`src/hw/rtl/kapc_pkg.sv`:
```
`timescale 1ns / 1ps

package kapc_pkg;

  localparam int unsigned MAX_CODE_DIGITS_DEF = 12;
  localparam int unsigned PASSCODE_W          = 48;
  localparam int unsigned CODE_LEN_W          = 4;
  localparam int unsigned DELAY_W             = 16;
  localparam int unsigned CFG_DATA_W          = 48;
  localparam int unsigned KEY_W               = 5;
  localparam int unsigned SENSOR_W            = 4;
  localparam int unsigned DIGIT_W             = 4;
  localparam int unsigned IN_DATA_W           = 16;
  localparam int unsigned OUT_DATA_W          = 16;

  localparam logic [PASSCODE_W-1:0] PASSCODE_RST = 48'h0973_1ADA_BACA;
  localparam logic [CODE_LEN_W-1:0] CODE_LEN_RST = 4'd11;
  localparam logic [DELAY_W-1:0]    DELAY_RST    = 16'd5120;

  localparam logic [KEY_W-1:0] KEY_NONE = 5'd0;
  localparam logic [KEY_W-1:0] KEY_STAR = 5'd15;
  localparam logic [KEY_W-1:0] KEY_HASH = 5'd16;

  typedef enum logic [1:0] {
    REG_PASSCODE  = 2'd0,
    REG_CODE_LEN  = 2'd1,
    REG_ARM_DELAY = 2'd2
  } cfg_reg_t;

  typedef enum logic [2:0] {
    MODE_DISARMED     = 3'd0,
    MODE_ARM_ENTRY    = 3'd1,
    MODE_DELAY        = 3'd2,
    MODE_ARMED        = 3'd3,
    MODE_ALARM        = 3'd4,
    MODE_DISARM_ENTRY = 3'd5,
    MODE_WRONG        = 3'd6
  } mode_t;

endpackage

```
`src/hw/rtl/keypad_alarm_panel_controller.sv`:
```
`timescale 1ns / 1ps
// Channel  | Dir | Handshake              | Payload
// in_      | in  | in_tvalid / in_tready   | in_tdata: key_code, sensor_levels, timer_tick
// out_     | out | out_tvalid / out_tready | out_tdata: lamps, buzzer, mode, echo, tripped mask
// cfg_     | in  | cfg_wr_en (no wait)     | cfg_index, cfg_wdata
// One beat per cycle: the panel state updates on the accepting edge and the
// result is pushed into a two-entry output queue, visible the next cycle.
// in_tready drops only while both queue entries are full.
// rst_n is synchronous: mode disarmed, no previous key, empty entry, queue empty,
// registers back to their defaults.
module keypad_alarm_panel_controller
  import kapc_pkg::*;
#(
  parameter int unsigned MAX_CODE_DIGITS = MAX_CODE_DIGITS_DEF
) (
  input  logic                  clk,
  input  logic                  rst_n,
  input  logic                  in_tvalid,
  output logic                  in_tready,
  // [4:0] key_code, [8:5] sensor_levels, [9] timer_tick, [15:10] zero
  input  logic [IN_DATA_W-1:0]  in_tdata,
  output logic                  out_tvalid,
  input  logic                  out_tready,
  // [0] red_lamp, [1] green_lamp, [2] yellow_lamp, [3] buzzer_on,
  // [6:4] panel_mode, [7] digit_echo, [11:8] tripped_mask, [15:12] zero
  output logic [OUT_DATA_W-1:0] out_tdata,
  input  logic                  cfg_wr_en,
  input  logic [1:0]            cfg_index,
  input  logic [CFG_DATA_W-1:0] cfg_wdata
);

  localparam int unsigned CW   = $clog2(MAX_CODE_DIGITS + 1);
  localparam int unsigned IW   = $clog2(MAX_CODE_DIGITS);
  localparam int unsigned LW   = (CW > CODE_LEN_W) ? CW : CODE_LEN_W;
  localparam int unsigned DW   = MAX_CODE_DIGITS * DIGIT_W;
  localparam int unsigned EXTW = (DW > PASSCODE_W) ? DW : PASSCODE_W;

  logic [PASSCODE_W-1:0] passcode_r;
  logic [CODE_LEN_W-1:0] code_len_r;
  logic [DELAY_W-1:0]    arm_delay_r;

  mode_t             mode_r, mode_nxt;
  logic [KEY_W-1:0]  prev_key_r;
  logic [DIGIT_W-1:0] digits_r [MAX_CODE_DIGITS];
  logic [CW-1:0]     count_r, count_nxt;
  logic              ovf_r, ovf_nxt;
  logic [DELAY_W-1:0] delay_r, delay_nxt;

  logic [OUT_DATA_W-1:0] q_r [2];
  logic                  wr_ptr_r, rd_ptr_r;
  logic [1:0]            q_cnt_r;

  logic                in_fire, out_fire;
  logic [KEY_W-1:0]    key;
  logic [SENSOR_W-1:0] sensors;
  logic                tick;
  logic                released, rel_hash, rel_code, store_en, echo;
  logic                match, digits_ok;
  logic [EXTW-1:0]     pass_wide;
  logic [DELAY_W-1:0]  delay_inc;
  logic                red, green, yellow;
  logic [SENSOR_W-1:0] tripped;
  logic [OUT_DATA_W-1:0] result;

  assign in_fire  = in_tvalid && in_tready;
  assign out_fire = out_tvalid && out_tready;
  assign key      = in_tdata[4:0];
  assign sensors  = in_tdata[8:5];
  assign tick     = in_tdata[9];

  assign released  = (key == KEY_NONE) && (prev_key_r != KEY_NONE);
  assign rel_hash  = released && (prev_key_r == KEY_HASH);
  assign rel_code  = released && (prev_key_r >= 5'd1) && (prev_key_r <= KEY_STAR);
  assign pass_wide = EXTW'(passcode_r);
  assign delay_inc = delay_r + 16'd1;

  always_comb begin
    digits_ok = 1'b1;
    for (int i = 0; i < MAX_CODE_DIGITS; i++) begin
      if ((CW'(i) < count_r) && (digits_r[i] != pass_wide[DIGIT_W*i +: DIGIT_W])) begin
        digits_ok = 1'b0;
      end
    end
    match = !ovf_r && (LW'(count_r) == LW'(code_len_r)) && digits_ok;
  end

  always_comb begin
    mode_nxt  = mode_r;
    count_nxt = count_r;
    ovf_nxt   = ovf_r;
    delay_nxt = delay_r;
    store_en  = 1'b0;
    echo      = 1'b0;
    case (mode_r)
      MODE_DISARMED: begin
        if (released && (prev_key_r == KEY_STAR)) begin
          count_nxt = '0;
          ovf_nxt   = 1'b0;
          mode_nxt  = MODE_ARM_ENTRY;
        end
      end
      MODE_ARM_ENTRY, MODE_DISARM_ENTRY: begin
        if (rel_hash) begin
          count_nxt = '0;
          ovf_nxt   = 1'b0;
          if (match) begin
            delay_nxt = (mode_r == MODE_ARM_ENTRY) ? '0 : delay_r;
            mode_nxt  = (mode_r == MODE_ARM_ENTRY) ? MODE_DELAY : MODE_DISARMED;
          end else begin
            mode_nxt = (mode_r == MODE_ARM_ENTRY) ? MODE_WRONG : MODE_DISARM_ENTRY;
          end
        end else if (rel_code) begin
          echo = 1'b1;
          if (count_r < CW'(MAX_CODE_DIGITS)) begin
            store_en  = 1'b1;
            count_nxt = count_r + CW'(1);
          end else begin
            ovf_nxt = 1'b1;
          end
        end
      end
      MODE_DELAY: begin
        if (tick) begin
          if (delay_inc >= arm_delay_r) begin
            delay_nxt = '0;
            mode_nxt  = MODE_ARMED;
          end else begin
            delay_nxt = delay_inc;
          end
        end
      end
      MODE_ARMED: begin
        if (sensors != 4'hF) begin
          mode_nxt = MODE_ALARM;
        end
      end
      MODE_ALARM, MODE_WRONG: begin
        if (rel_hash) begin
          count_nxt = '0;
          ovf_nxt   = 1'b0;
          mode_nxt  = (mode_r == MODE_ALARM) ? MODE_DISARM_ENTRY : MODE_ARM_ENTRY;
        end
      end
      default: begin
        mode_nxt = MODE_DISARMED;
      end
    endcase
  end

  always_comb begin
    red     = mode_nxt inside {MODE_ALARM, MODE_DISARM_ENTRY};
    green   = mode_nxt inside {MODE_DISARMED, MODE_ARM_ENTRY, MODE_WRONG};
    yellow  = mode_nxt inside {MODE_DELAY, MODE_ARMED};
    tripped = (mode_nxt == MODE_ALARM) ? ~sensors : '0;
    result  = {4'd0, tripped, echo, mode_nxt, red, yellow, green, red};
  end

  always_ff @(posedge clk) begin
    if (!rst_n) begin
      passcode_r  <= PASSCODE_RST;
      code_len_r  <= CODE_LEN_RST;
      arm_delay_r <= DELAY_RST;
    end else if (cfg_wr_en) begin
      case (cfg_index)
        REG_PASSCODE:  passcode_r  <= cfg_wdata[PASSCODE_W-1:0];
        REG_CODE_LEN:  code_len_r  <= cfg_wdata[CODE_LEN_W-1:0];
        REG_ARM_DELAY: arm_delay_r <= cfg_wdata[DELAY_W-1:0];
        default: ;
      endcase
    end
  end

  always_ff @(posedge clk) begin
    if (!rst_n) begin
      mode_r     <= MODE_DISARMED;
      prev_key_r <= KEY_NONE;
      count_r    <= '0;
      ovf_r      <= 1'b0;
      delay_r    <= '0;
    end else if (in_fire) begin
      mode_r     <= mode_nxt;
      prev_key_r <= key;
      count_r    <= count_nxt;
      ovf_r      <= ovf_nxt;
      delay_r    <= delay_nxt;
    end
  end

  always_ff @(posedge clk) begin
    if (in_fire && store_en) begin
      digits_r[count_r[IW-1:0]] <= prev_key_r[3:0] - 4'd1;
    end
  end

  // two-entry output queue
  assign in_tready  = (q_cnt_r != 2'd2);
  assign out_tvalid = (q_cnt_r != 2'd0);
  assign out_tdata  = q_r[rd_ptr_r];

  always_ff @(posedge clk) begin
    if (in_fire) begin
      q_r[wr_ptr_r] <= result;
    end
  end

  always_ff @(posedge clk) begin
    if (!rst_n) begin
      wr_ptr_r <= 1'b0;
      rd_ptr_r <= 1'b0;
      q_cnt_r  <= 2'd0;
    end else begin
      if (in_fire) begin
        wr_ptr_r <= ~wr_ptr_r;
      end
      if (out_fire) begin
        rd_ptr_r <= ~rd_ptr_r;
      end
      case ({in_fire, out_fire})
        2'b10:   q_cnt_r <= q_cnt_r + 2'd1;
        2'b01:   q_cnt_r <= q_cnt_r - 2'd1;
        default: q_cnt_r <= q_cnt_r;
      endcase
    end
  end

endmodule

```
`config.mk`:
```
export PLATFORM = sky130hd
export DESIGN_NAME = keypad_alarm_panel_controller
export DESIGN_NICKNAME = d
export VERILOG_FILES = /design/src/hw/rtl/kapc_pkg.sv /design/src/hw/rtl/keypad_alarm_panel_controller.sv
export SDC_FILE = /design/constraint.sdc
export NUM_CORES = 1
export LEC_CHECK = 0
export BUFFER_PORTS_ARGS = -buffer_cell sky130_fd_sc_hd__buf_2
export CAP_MARGIN = 20
export CORE_MARGIN = 3
export CORE_UTILIZATION = 59
export DETAILED_ROUTE_END_ITERATION = 10
export HOLD_SLACK_MARGIN = 0.06
export PLACE_DENSITY = 0.83
export SLEW_MARGIN = 15
export SYNTH_ARGS = -nofsm -noshare
export SYNTH_HDL_FRONTEND = slang
export SYNTH_SLANG_ARGS = --single-unit
```
`constraint.sdc`:
```
create_clock -name clk -period 3.95 [get_ports clk]
set_input_delay 0.1975 -clock clk [delete_from_list [all_inputs] [get_ports clk]]
set_output_delay 0.1975 -clock clk [all_outputs]
set_load 0.05 [all_outputs]
```
* After elaboration in Yosys (flattened, before gate mapping)
Memories as Yosys holds them, arrays and structs flattened. A register that Yosys moved wholly into a read port is not among the register bits.
Cells that the tools add are included.
** Word-level totals
- Memory bits (read-only) :: 0
- Memories :: 2
- Latch bits :: 0
- Bits in registers :: 101
- Output and inout port bits :: 18
- Memory bits (writable) :: 72
- Word-level logic and storage cells :: 178
** Operators by class
- Mux-type cells :: 56
- Reduce and logical (&&, ||, !) cells :: 43
- Magnitude comparators :: 16
- Multiply operators :: 0
- Bitwise logic cells :: 3
- Add/subtract/negate cells :: 5
- Shifts and indexed selects :: 0
- Equality and inequality tests :: 42
- Divide/modulo/power cells :: 0
** Memories
- digits_r :: words 12, width 4, read ports 12, clocked after Yosys merged registers in 0, wr ports 1, line keypad_alarm_panel_controller.sv:44 : logic [DIGIT_W-1:0] digits_r [MAX_CODE_DIGITS];
- q_r :: words 2, width 12, read ports 1, clocked after Yosys merged registers in 1, wr ports 1, line keypad_alarm_panel_controller.sv:49 : logic [OUT_DATA_W-1:0] q_r [2];
** Operators with widths (count)
- 16-bit 2-to-1 mux :: 5
- 4-bit != test :: 12
- 16-bit one-hot mux with 2 select lines :: 1
- 1-bit 2-to-1 mux :: 30
- 3-bit 2-to-1 mux :: 8
- 4-bit 2-to-1 mux :: 6
- 1-bit logical AND :: 22
- 3-bit equality test, second input constant :: 6
- 6-bit AND reduction :: 3
- 16-bit by 1-bit adder with 16-bit output, second input constant :: 1
- 16-bit greater-or-equal comparator :: 1
- 3-bit by 4-bit < comparator with 1-bit output, first input constant :: 4
- 4-bit < comparator, first input constant :: 4
- 3-bit one-hot mux with 5 select lines :: 1
- 2-bit != test, second input constant :: 7
- 3-bit by 2-bit equality test with 1-bit output, second input constant :: 4
- 4-bit one-hot mux with 3 select lines :: 1
- 2-bit nonzero test :: 5
- 3-bit != test, second input constant :: 3
- 1-bit by 4-bit < comparator with 1-bit output, first input constant :: 2
- 2-bit by 4-bit < comparator with 1-bit output, first input constant :: 2
- 3-bit by 1-bit equality test with 1-bit output, second input constant :: 2
- 3-bit zero test :: 2
- 2-bit AND reduction :: 3
- 24 further kinds :: 30

* Longest topological paths before layout
Gate-level depths: netlist (run 1).
An unclocked memory read counts as a cell.
- Depth in word-level cells :: 21
- Mapped depth :: 15

* Worst setup path before layout (run 1)
OpenSTA, ideal clock, no wires.
- Path type :: reg-to-reg
- From :: register delay_r[0]
- To :: memory q_r[0][10] in the netlist's numbering (data pin)
- Cell stages (with the launch flop) :: 15
- Clock period less this slack :: 3.514 ns
- Setup time :: 0.197 ns
- Arrival time :: 3.317 ns
- Path slack :: 0.436 ns
- Path through :: dfxtp_1 > ha_1 > nand3_1 > nor4_1 > and3_1 > nand3_1 > xnor2_1 > ha_1 > nand4_1 > nor3_1 > a22oi_1 > nand3_1 > a311oi_1 > a21bo_4 > nor4_1
** Between the ends
- Cells in the longest elaborated chain, start to end :: 7
** RTL lines
- start, declared :: line keypad_alarm_panel_controller.sv:47 : logic [DELAY_W-1:0] delay_r, delay_nxt;
- start signal, assigned :: line keypad_alarm_panel_controller.sv:185 : delay_r <= delay_nxt;
- 16-bit by 1-bit adder with 16-bit output :: line keypad_alarm_panel_controller.sv:75 : assign delay_inc = delay_r + 16'd1;
- 16-bit greater-or-equal comparator :: line keypad_alarm_panel_controller.sv:124 : if (delay_inc >= arm_delay_r) begin
- 3-bit 2-to-1 mux :: line keypad_alarm_panel_controller.sv:124
- 3-bit 2-to-1 mux :: line keypad_alarm_panel_controller.sv:123 : if (tick) begin
- 3-bit one-hot mux with 5 select lines :: line keypad_alarm_panel_controller.sv:94 : case (mode_r)
- net mode_nxt[0] :: line keypad_alarm_panel_controller.sv:42 : mode_t mode_r, mode_nxt;
- 3-bit equality test :: line keypad_alarm_panel_controller.sv:154 : tripped = (mode_nxt == MODE_ALARM) ? ~sensors : '0;
- 4-bit 2-to-1 mux :: line keypad_alarm_panel_controller.sv:154
- net tripped[2] :: line keypad_alarm_panel_controller.sv:62 : logic [SENSOR_W-1:0] tripped;
- end, declared :: line keypad_alarm_panel_controller.sv:49
The timed path passes the listed nets, and every way through them passes these cells.

* Final worst setup path (run 1)
- From :: register delay_r[6]
- To :: memory q_r[0][11] in the netlist's numbering (data pin)
The elaborated chain is that of the path after synthesis.

==> results of run 1 <==
layer usage:
layer  global-route usage (%)  share of wire [%]  vias up
met4                    9.167                2.5        0
met3                    7.149                5.7       43
li1                         -                  -     3119
met5                        0                  0        -
met2                    43.42                 50      273
met1                    33.65                 42     3061
timing repair:
item | 4_1_cts | 5_1_grt
endpoints found under the setup margin | 0 | 25
resized for setup | 0 | 9
hold endpoints to repair | 77 | 2
hold buffers | 55 | 1
setup buffers | 0 | 3
stage by stage:
stage                     total power [mW]  hold WS, ns  setup WS (ns)  util [%]
final                                4.727      0.09685         0.2030     75.54
after global routing                 4.901      0.07885       -0.06716     75.54
after CTS                            4.714      0.06237       0.002026     74.74
after detailed placement             2.928       0.4094         0.1036     65.66
after global placement               2.906       0.4043         0.2737     65.66
after floorplan                      2.710       0.3215         0.4358         -
critical path, stage by stage (launching register included):
cell and delay, ns:
dfxtp_1 0.42, nand3_1 0.21, nor4_4 0.35, nand3_2 0.16, nor2_1 0.18, and3_1 0.23
xor2_1 0.18, ha_1 0.28, nand4_1 0.16, nor3_2 0.08, a22oi_1 0.24, nand3_1 0.18
a311oi_2 0.29, a21bo_4 0.30, nor4_2 0.28
kinds of logic after synthesis:
family / Yosys count / share of synthesized area [%]
adder cells (fa/ha/maj): 26 / 4.084
AND/OR/NAND/NOR: 325 / 19.37
flip-flops: 172 / 52.02
XOR/XNOR: 73 / 8.026
buffers and inverters: 71 / 3.612
other: 1 / 0.04707
AO/OA/AOI/OAI: 140 / 10.66
multiplexers: 16 / 2.183
worst min-delay path by stage:
stage | to | depth (start not counted) | slack (ns)
4_1_cts | q_r[1][9]$_DFFE_PP_ | 2 | 0.06
2_1_floorplan | pass_wide[1]$_SDFFE_PN1P_ | 2 | 0.32
5_1_grt | q_r[0][11]$_DFFE_PP_ | 2 | 0.08
6_report | q_r[1][11]$_DFFE_PP_ | 2 | 0.1
3_5_place_dp | pass_wide[32]$_SDFFE_PN1P_ | 3 | 0.41
3_3_place_gp | pass_wide[38]$_SDFFE_PN1P_ | 3 | 0.40
cell type report:
cell class / count / area (um^2) / area share [%]
flip-flops and latches: 172 / 4144 / 42.43
well taps: 172 / 215.2 / 2.204
multi-input cells: 584 / 3622 / 37.09
clock inverters: 15 / 197.7 / 2.024
inverters: 30 / 112.6 / 1.153
repair buffers: 147 / 1049 / 10.74
clock buffers: 17 / 425.4 / 4.356
cell usage in the layout, fill, tap and decap left out, types with 4 or more instances in the layout:
cell           instances
nand4_1                7
xor2_1                38
a31oi_1                6
ha_1                  26
nand3b_1               4
bufinv_16              4
nand2b_1               5
a311oi_1               4
clkinv_4               4
nor4_2                 6
and3_1                 4
dfxtp_1              102
edfxtp_1              70
mux2i_1                5
conb_1                 4
nor4_1                 9
clkbuf_16             17
inv_1                 28
nor3_1                15
o21ai_0               22
a21oi_1               76
buf_2                 78
dlygate4sd3_1         56
xnor2_1               33
mux2_2                11
nand2_1              169
nand3_1               38
and2_1                13
nor2_1                31
buf_4                 13
flip-flops by register name, indices dropped and copies added, names as in the netlist, 2 cells and up, named ones only:
signal / cells
digits_r: 48
q_r: 22
arm_delay_r: 16
count_r: 4
mode_r: 3
q_cnt_r: 2
code_len_r: 4
delay_r: 16
pass_wide: 48
prev_key_r: 5
report_power, final:
part / switching, mW / total (mW) / internal, mW / leakage [nW]
clock network: 0.708 / 1.76 / 1.06 / 0.292
registers: 0.0872 / 2.08 / 2.00 / 1.47
logic: 0.589 / 0.880 / 0.291 / 2.02
total: 1.38 / 4.73 / 3.34 / 3.78
==> flow_summary.json, run 1 <==
{
  "start_kind": "flop",
  "cts_tree": "done",
  "core_area_um2": 12930,
  "die_h_um": 122.2,
  "io_pins": 89,
  "irDropWorstVdd_mv": 0.3203,
  "ys.flop_type": "dfxtp_1",
  "die_area_um2": 14930,
  "place_area_um2": 8488,
  "end_kind": "flop",
  "r2r-end": "q_r[0][11]$_DFFE_PP_",
  "ant_nets": 0,
  "htree_levels": 4,
  "clk_latency_ns": 0.44,
  "drtIter0Drc": 475,
  "grt_pass1_vias": 6101,
  "viasPerCell": 5.713,
  "fin_setup_tns_ns": 0,
  "arrival_ns": 3.99,
  "grt-ovfl-total": 0,
  "p_leak_nw": 3.775,
  "ys_seq_area_share_pct": 52.02,
  "power_density_nw_per_um2": 484.0,
  "min_path_type": "primary input to flop",
  "fin_cells": 1137,
  "setup_viol": 0,
  "grt_pass1_wl_um": 30130,
  "synth_common_cells": "nand2_1 (169), dfxtp_1 (102), a21oi_1 (76), edfxtp_1 (70), xor2_1 (40)",
  "post-route-min-period_ns": 3.747,
  "ys_top_cells_by_area": "edfxtp_1 (26%), dfxtp_1 (26%), nand2_1 (8.0%), a21oi_1 (4.8%), xor2_1 (4.4%)",
  "rr_worst_depth": 14,
  "cts_buffer_depth": 2,
  "drc": 0,
  "crit_fanout": 6,
  "synth.top_cell.area_share_pct": 26.39,
  "worst_pin_slew_ns": 1.025,
  "yosysMostFrequentCell": "nand2_1",
  "syn_area_um2": 7966,
  "synth_edf_count": 70,
  "start_util_pct": 61.62,
  "post-dp-hpwl_um": 11700,
  "clk_pin_slew_worst_paths_ns": 0.07,
  "first_pass_iters": 5,
  "place_inst": 1046,
  "nets": 1049,
  "maxSlewViolCount": 0,
  "diodes": 0,
  "startpoint": "delay_r[6]$_SDFFE_PN0P_",
  "synth-seq-cells": 172,
  "synthCells": 824,
  "via_count": 6496,
  "cp-endpoint": "q_r[0][11]$_DFFE_PP_",
  "grt.total_usage_pct": 26.37,
  "required_ns": 4.19,
  "synth_largest_area_cell": "edfxtp_1",
  "relSlewSlack_pct": 31.69,
  "rows": 41,
  "max_freq_ghz": 0.2669,
  "finalInstanceArea_um2": 9766,
  "globalplace.congestion": 0.8790,
  "numCtsBuffers": 17,
  "syn_area_per_cell_um2": 9.668,
  "drive_gt1_share_pct": 16.58,
  "ys_types": 61,
  "cts_num_sinks": 172,
  "fin_skew_ns": 0.008406,
  "wl_um": 19220,
  "wl_per_cell_um": 16.90,
  "rr_startpoint": "delay_r[6]$_SDFFE_PN0P_",
  "final-hold-violation-count": 0,
  "min_from": "in_tdata[8]",
  "fill_cells": 856,
  "crit_type": "flop to flop",
  "synthArstFlopShare_pct": 0,
  "area_growth_pct": 22.59,
  "fp.dieW_um": 122.2,
  "fin_crit_sh_pct": 94.86,
  "ys_warn_count": 0,
  "antenna_found_initial": 0,
  "io_buffers": 78,
  "outcome": "finished clean",
  "grt_max_degree": 49,
  "cap_violations": 0,
  "r2r_setup_slack_ns": 0.20,
  "cts-root-buf": "clkbuf_16"
}
Power figures use the tool's default switching activity.
==> inputs of run 2 (changes only) <==
Settings changed: CORE_UTILIZATION 59 to 63, PLACE_DENSITY 0.83 to 0.88.
Clock period 3.95 ns to 4.4 ns, I/O delays scaled along.
==> run 2 against run 1 <==
  * Register-to-register slack better by 0.14 ns
  * Combinational power down 11%
  * Global-route usage up 1.8 points
  * Highest routed layer unchanged
  * Clock power down 13%
  * Sequential power down 10%
  * Sequential share of layout area up 0.71 points
  * Non-clock buffer count down 10
  * Fmax down 7.5%
  * Hold slack worse by 0.017 ns
  * Cell count down 1.2%
==> flow_summary.json, run 2 (same netlist as run 1, synthesis figures left out) <==
{
  "grt_use_met2_pct": 47.34,
  "cts_num_sinks": 172,
  "rr_startpoint": "delay_r[0]$_SDFFE_PN0P_",
  "grt_pass1_vias": 6452,
  "p_leak_nw": 3.731,
  "fin_cells": 1123,
  "comb_power_share_pct": 18.7,
  "r2r-end": "q_r[0][11]$_DFFE_PP_",
  "postLayoutCoreUtil_pct": 78.97,
  "clk_pin_slew_worst_paths_ns": 0.06,
  "grt.total_usage_pct": 28.18,
  "post-dp-hpwl_um": 11790,
  "min_from": "in_tdata[4]",
  "fill_cells": 742,
  "regArea_um2": 4144,
  "die_h_um": 118.5,
  "pwr-share-seq_pct": 44.6,
  "rr_worst_depth": 15,
  "area_growth_pct": 20.56,
  "start_kind": "flop",
  "wl_um": 19740,
  "place_inst": 1039,
  "slowest_delay_ns": 0.42,
  "cts-root-buf": "clkbuf_16",
  "numCtsBuffers": 17,
  "final-hold-violation-count": 0,
  "globalplace.congestion": 0.8871,
  "outcome": "finished clean",
  "p_int_mw": 2.967,
  "grt-ovfl-total": 0,
  "nets": 1039,
  "viasPerCell": 5.825,
  "maxSlewViolCount": 0,
  "max_freq_ghz": 0.2467,
  "crit_top_cell": "nand3_1",
  "critPathSlowestCell": "dfxtp_1",
  "worst_pin_slew_ns": 1.120,
  "power_density_nw_per_um2": 437.0,
  "crit_type": "flop to flop",
  "required_ns": 4.61,
  "busiest_layer": "met2",
  "ant_nets": 0,
  "rows": 40,
  "io_pins": 89,
  "setup_viol": 0,
  "hold_depth": 3,
  "end_kind": "flop",
  "grt_max_degree": 49,
  "core_area_um2": 12160,
  "wl_per_cell_um": 17.58,
  "drc": 0,
  "grt_util_met3_pct": 6.603,
  "drive_gt1_share_pct": 15.71,
  "antenna_found_initial": 0,
  "diodes": 0,
  "clkPwrFrac_pct": 36.7,
  "fin_skew_ns": 0.01294,
  "cts_buffer_depth": 2,
  "cts_tree": "done",
  "drtIter0Drc": 610,
  "post-route-min-period_ns": 4.053,
  "arrival_ns": 4.27,
  "fin_crit_sh_pct": 92.11,
  "io_buffers": 78,
  "grt_pass1_wl_um": 31280,
  "setup_ws_ns": 0.3469,
  "fp.dieW_um": 118.5,
  "final_cell_mix": "nand2_1 (169), dfxtp_1 (102), buf_2 (78)",
  "min_to": "prev_key_r[4]$_SDFFE_PN0P_",
  "die_area_um2": 14030,
  "crit_fanout": 6,
  "multiInputGateArea_um2": 3575,
  "p_total_mw": 4.197,
  "start_util_pct": 65.50,
  "crit_chain": "ha_1, nand3_1, nor4_1, buf_4, and3_1, nand3_1, xnor2_1, ha_1, nand4_1, nor3_1, a22oi_1, nand3_1, a311oi_1, a21bo_4, nor4_1",
  "switching_share_pct": 29.31,
  "grt_use_met1_pct": 35.36,
  "min_path_type": "primary input to flop",
  "clk_latency_ns": 0.43,
  "first_pass_iters": 5,
  "switchingPower_mw": 1.230,
  "place_ws_ns": 0.4986,
  "htree_levels": 4,
  "layout_commonest_cell": "nand2_1",
  "rsz0062_at_grt": "false",
  "fin_setup_tns_ns": 0,
  "r2r_setup_slack_ns": 0.35,
  "relSlewSlack_pct": 25.08,
  "irDropWorstVdd_mv": 0.3318,
  "via_count": 6541,
  "cap_violations": 0
}
## run 2: metrics by stage
step | hold WS, ns | cell area, um^2
3_3_place_gp | 0.4270 | 8461
2_1_floorplan | 0.3440 | 7978
5_1_grt | 0.09792 | 9604
4_1_cts | 0.06503 | 9573
6_report | 0.08009 | 9604
3_5_place_dp | 0.4322 | 8461
## run 2: layer usage
layer	part of all wire [%]	wire length, um
met4	2.7	541
met2	50	9858
met3	6.8	1350
met5	0	0
met1	40	7990
## run 2: timing repair
action / in CTS / in global routing
setup endpoints to repair: 0 / 8
endpoints found under the hold margin: 64 / 0
buffers inserted: 0 / 0
hold buffers: 51 / 0
resized for setup: 0 / 4
## run 2: layout make-up
cell class | instances | share of cell area [%]
Timing Repair Buffer | 137 | 10.01
Clock inverter | 12 | 1.511
Tap cell | 168 | 2.189
Sequential cell | 172 | 43.15
Inverter | 30 | 1.172
Multi-Input combinational cell | 584 | 37.22
Clock buffer | 20 | 4.755
## run 2: critical path: cells and delay by family, from the launching register on
family	cells	cell delay, ns
simple gates	8	1.53
compound gates	3	0.91
fa+ha+maj	2	0.59
flops	1	0.42
xor+xnor	1	0.21
buf+inv	1	0.18
## run 2: power groups by stage
stage	clock (mW)	combinational, mW	sequential (mW)
after detailed placement	0	0.724	1.90
after floorplan	0	0.569	1.86
final	1.54	0.783	1.87
after CTS	1.53	0.766	1.87
after global placement	0	0.703	1.90
after global routing	1.60	0.840	1.88
## run 2: how the worst max path moves through the flow
stage / startpoint / to / slack, ns / cells past startpoint
4_1_cts: delay_r[2]$_SDFFE_PN0P_ / q_r[0][8]$_DFFE_PP_ / 0.35 / 14
6_report: delay_r[0]$_SDFFE_PN0P_ / q_r[0][11]$_DFFE_PP_ / 0.35 / 15
3_5_place_dp: delay_r[2]$_SDFFE_PN0P_ / q_r[1][8]$_DFFE_PP_ / 0.50 / 14
2_1_floorplan: delay_r[0]$_SDFFE_PN0P_ / q_r[0][10]$_DFFE_PP_ / 0.89 / 14
5_1_grt: delay_r[2]$_SDFFE_PN0P_ / q_r[0][10]$_DFFE_PP_ / 0.05 / 14
3_3_place_gp: delay_r[2]$_SDFFE_PN0P_ / q_r[0][10]$_DFFE_PP_ / 0.65 / 14
==> inputs of run 3 (changes only) <==
Settings changed: CORE_MARGIN 3 to 5, CORE_UTILIZATION 63 to 65, CTS_BUF_LIST set to sky130_fd_sc_hd__clkbuf_4 sky130_fd_sc_hd__clkbuf_8, MAX_ROUTING_LAYER set to met4, PLACE_DENSITY 0.88 to 0.9.
==> run 3 against run 2 <==
  * Sequential power barely moved
  * Setup slack improved by 0.028 ns
  * Largest cell class unchanged
  * Combinational power about the same
  * First-iteration DRC count decreased by 6.4%
  * Register-to-register slack better by 0.03 ns
  * Critical path type unchanged
  * Clock power is 30% lower
==> flow_summary.json, run 3 (same netlist as run 1, synthesis figures left out) <==
{
  "outcome": "finished clean",
  "post_cts_buffers": 0,
  "crit_type": "flop to flop",
  "start_util_pct": 66.32,
  "final_cell_mix": "nand2_1 (169), dfxtp_1 (102), buf_2 (78)",
  "core_area_um2": 12010,
  "io_pins": 89,
  "min_from": "out_tready",
  "max_freq_ghz": 0.2484,
  "place_ws_ns": 0.3947,
  "io_buffers": 78,
  "cts-root-buf": "clkbuf_8",
  "crit_chain": "ha_1, nand3_1, nor4_1, buf_4, and3_1, nand3_1, xnor2_1, ha_1, nand2_1, nor2_1, a211oi_1, nand3_1, a311oi_2, a21bo_4, nor4_1",
  "viasPerCell": 5.981,
  "fin_crit_sh_pct": 91.49,
  "drc": 0,
  "grt_pass1_wl_um": 31330,
  "min_path_type": "primary input to flop",
  "slowest_delay_ns": 0.44,
  "drive_gt1_share_pct": 15.00,
  "critPathSlowestCell": "dfxtp_1",
  "crit_fanout": 6,
  "grt-ovfl-total": 0,
  "grt_max_degree": 49,
  "wl_per_cell_um": 17.54,
  "cts_num_sinks": 172,
  "clk_latency_ns": 0.47,
  "crit_top_cell": "nand3_1",
  "rows": 40,
  "diodes": 0,
  "nets": 1044,
  "fin_cells": 1107,
  "post-route-min-period_ns": 4.025,
  "maxSlewViolCount": 0,
  "numCtsBuffers": 17,
  "cts_buffer_depth": 2,
  "arrival_ns": 4.26,
  "worst_pin_slew_ns": 1.130,
  "cap_violations": 0,
  "startpoint": "delay_r[0]$_SDFFE_PN0P_",
  "fin_setup_tns_ns": 0,
  "final-hold-violation-count": 0,
  "die_area_um2": 14570,
  "grt.total_usage_pct": 28.15,
  "clk_pin_slew_worst_paths_ns": 0.08,
  "area_growth_pct": 18.08,
  "rr_startpoint": "delay_r[0]$_SDFFE_PN0P_",
  "wl_um": 19420,
  "globalplace.congestion": 0.9278,
  "power_density_nw_per_um2": 396.8,
  "irDropWorstVdd_mv": 0.2811,
  "post-dp-hpwl_um": 12030,
  "ant_nets": 0,
  "required_ns": 4.63,
  "first_pass_iters": 5,
  "place_inst": 1018,
  "setup_viol": 0,
  "via_count": 6621,
  "die_h_um": 120.7,
  "finalInstanceArea_um2": 9407,
  "relSlewSlack_pct": 24.38,
  "end_kind": "flop",
  "grt_pass1_vias": 6485,
  "fp.dieW_um": 120.7,
  "setup_ws_ns": 0.3746,
  "multiInputGateArea_um2": 3573,
  "place_area_um2": 8434,
  "p_leak_nw": 3.636,
  "cts_tree": "done",
  "start_kind": "flop",
  "hold_slack_ns": 0.2357,
  "layout_commonest_cell": "nand2_1",
  "antenna_found_initial": 0,
  "rsz0062_at_grt": "false",
  "drtIter0Drc": 571,
  "fill_cells": 760,
  "fin_skew_ns": 0.01264,
  "htree_levels": 4,
  "regArea_um2": 4144,
  "p_total_mw": 3.732,
  "postLayoutCoreUtil_pct": 78.31
}
[run 3: cell types whose count changed in the layout (fill, tap and decap cells not counted), sizes merged]
cell	previous run	this run
dlygate4sd3	51	57
clkinvlp	1	3
buf	86	85
bufinv	3	2
clkbuf	20	19
[run 3: repair_timing]
item	CTS	global route
endpoints found under the hold margin	81	0
hold buffers	57	0
setup endpoints to repair	0	8
resized for setup	0	2
[run 3: layer usage]
metal / track usage, % / wire length [um] / up-vias
met5: - / 0 / -
met4: 11.83 / 551 / 0
met3: 5.519 / 1453 / 45
met2: 46.63 / 9707 / 344
met1: 33.84 / 7704 / 3119
li1: - / - / 3113
[run 3: worst max-delay path: cells and delay by family, from the launching register on]
family / cells / cell delay, ns
adder cells (fa/ha/maj): 2 / 0.57
AO/OA/AOI/OAI: 3 / 0.87
XOR/XNOR: 1 / 0.23
buffers and inverters: 1 / 0.18
flip-flops: 1 / 0.44
AND/OR/NAND/NOR: 8 / 1.49
[run 3: power by group]
group / internal [mW] / leakage [nW] / total, mW / switching, mW
Sequential: 1.79 / 1.47 / 1.87 / 0.0785
Combinational: 0.256 / 1.99 / 0.783 / 0.528
Clock: 0.517 / 0.183 / 1.08 / 0.564
[run 3: worst paths after layout]
check / slack [ns] / depth (start not counted) / to
worst max-delay path: 0.37 / 15 / q_r[1][10]$_DFFE_PP_
worst min-delay path: 0.24 / 4 / flop
worst max register to register: 0.37 / 15 / q_r[1][10]$_DFFE_PP_
worst min register to register: 0.46 / 2 / arm_delay_r[15]$_SDFFE_PN0P_
[run 3: cell type report]
class	count	area share, %
flip-flops and latches	172	44.05
multi-input cells	584	37.99
repair buffers	142	10.77
clock buffers	19	2.713
well taps	147	1.955
clock inverters	13	1.317
inverters	30	1.197
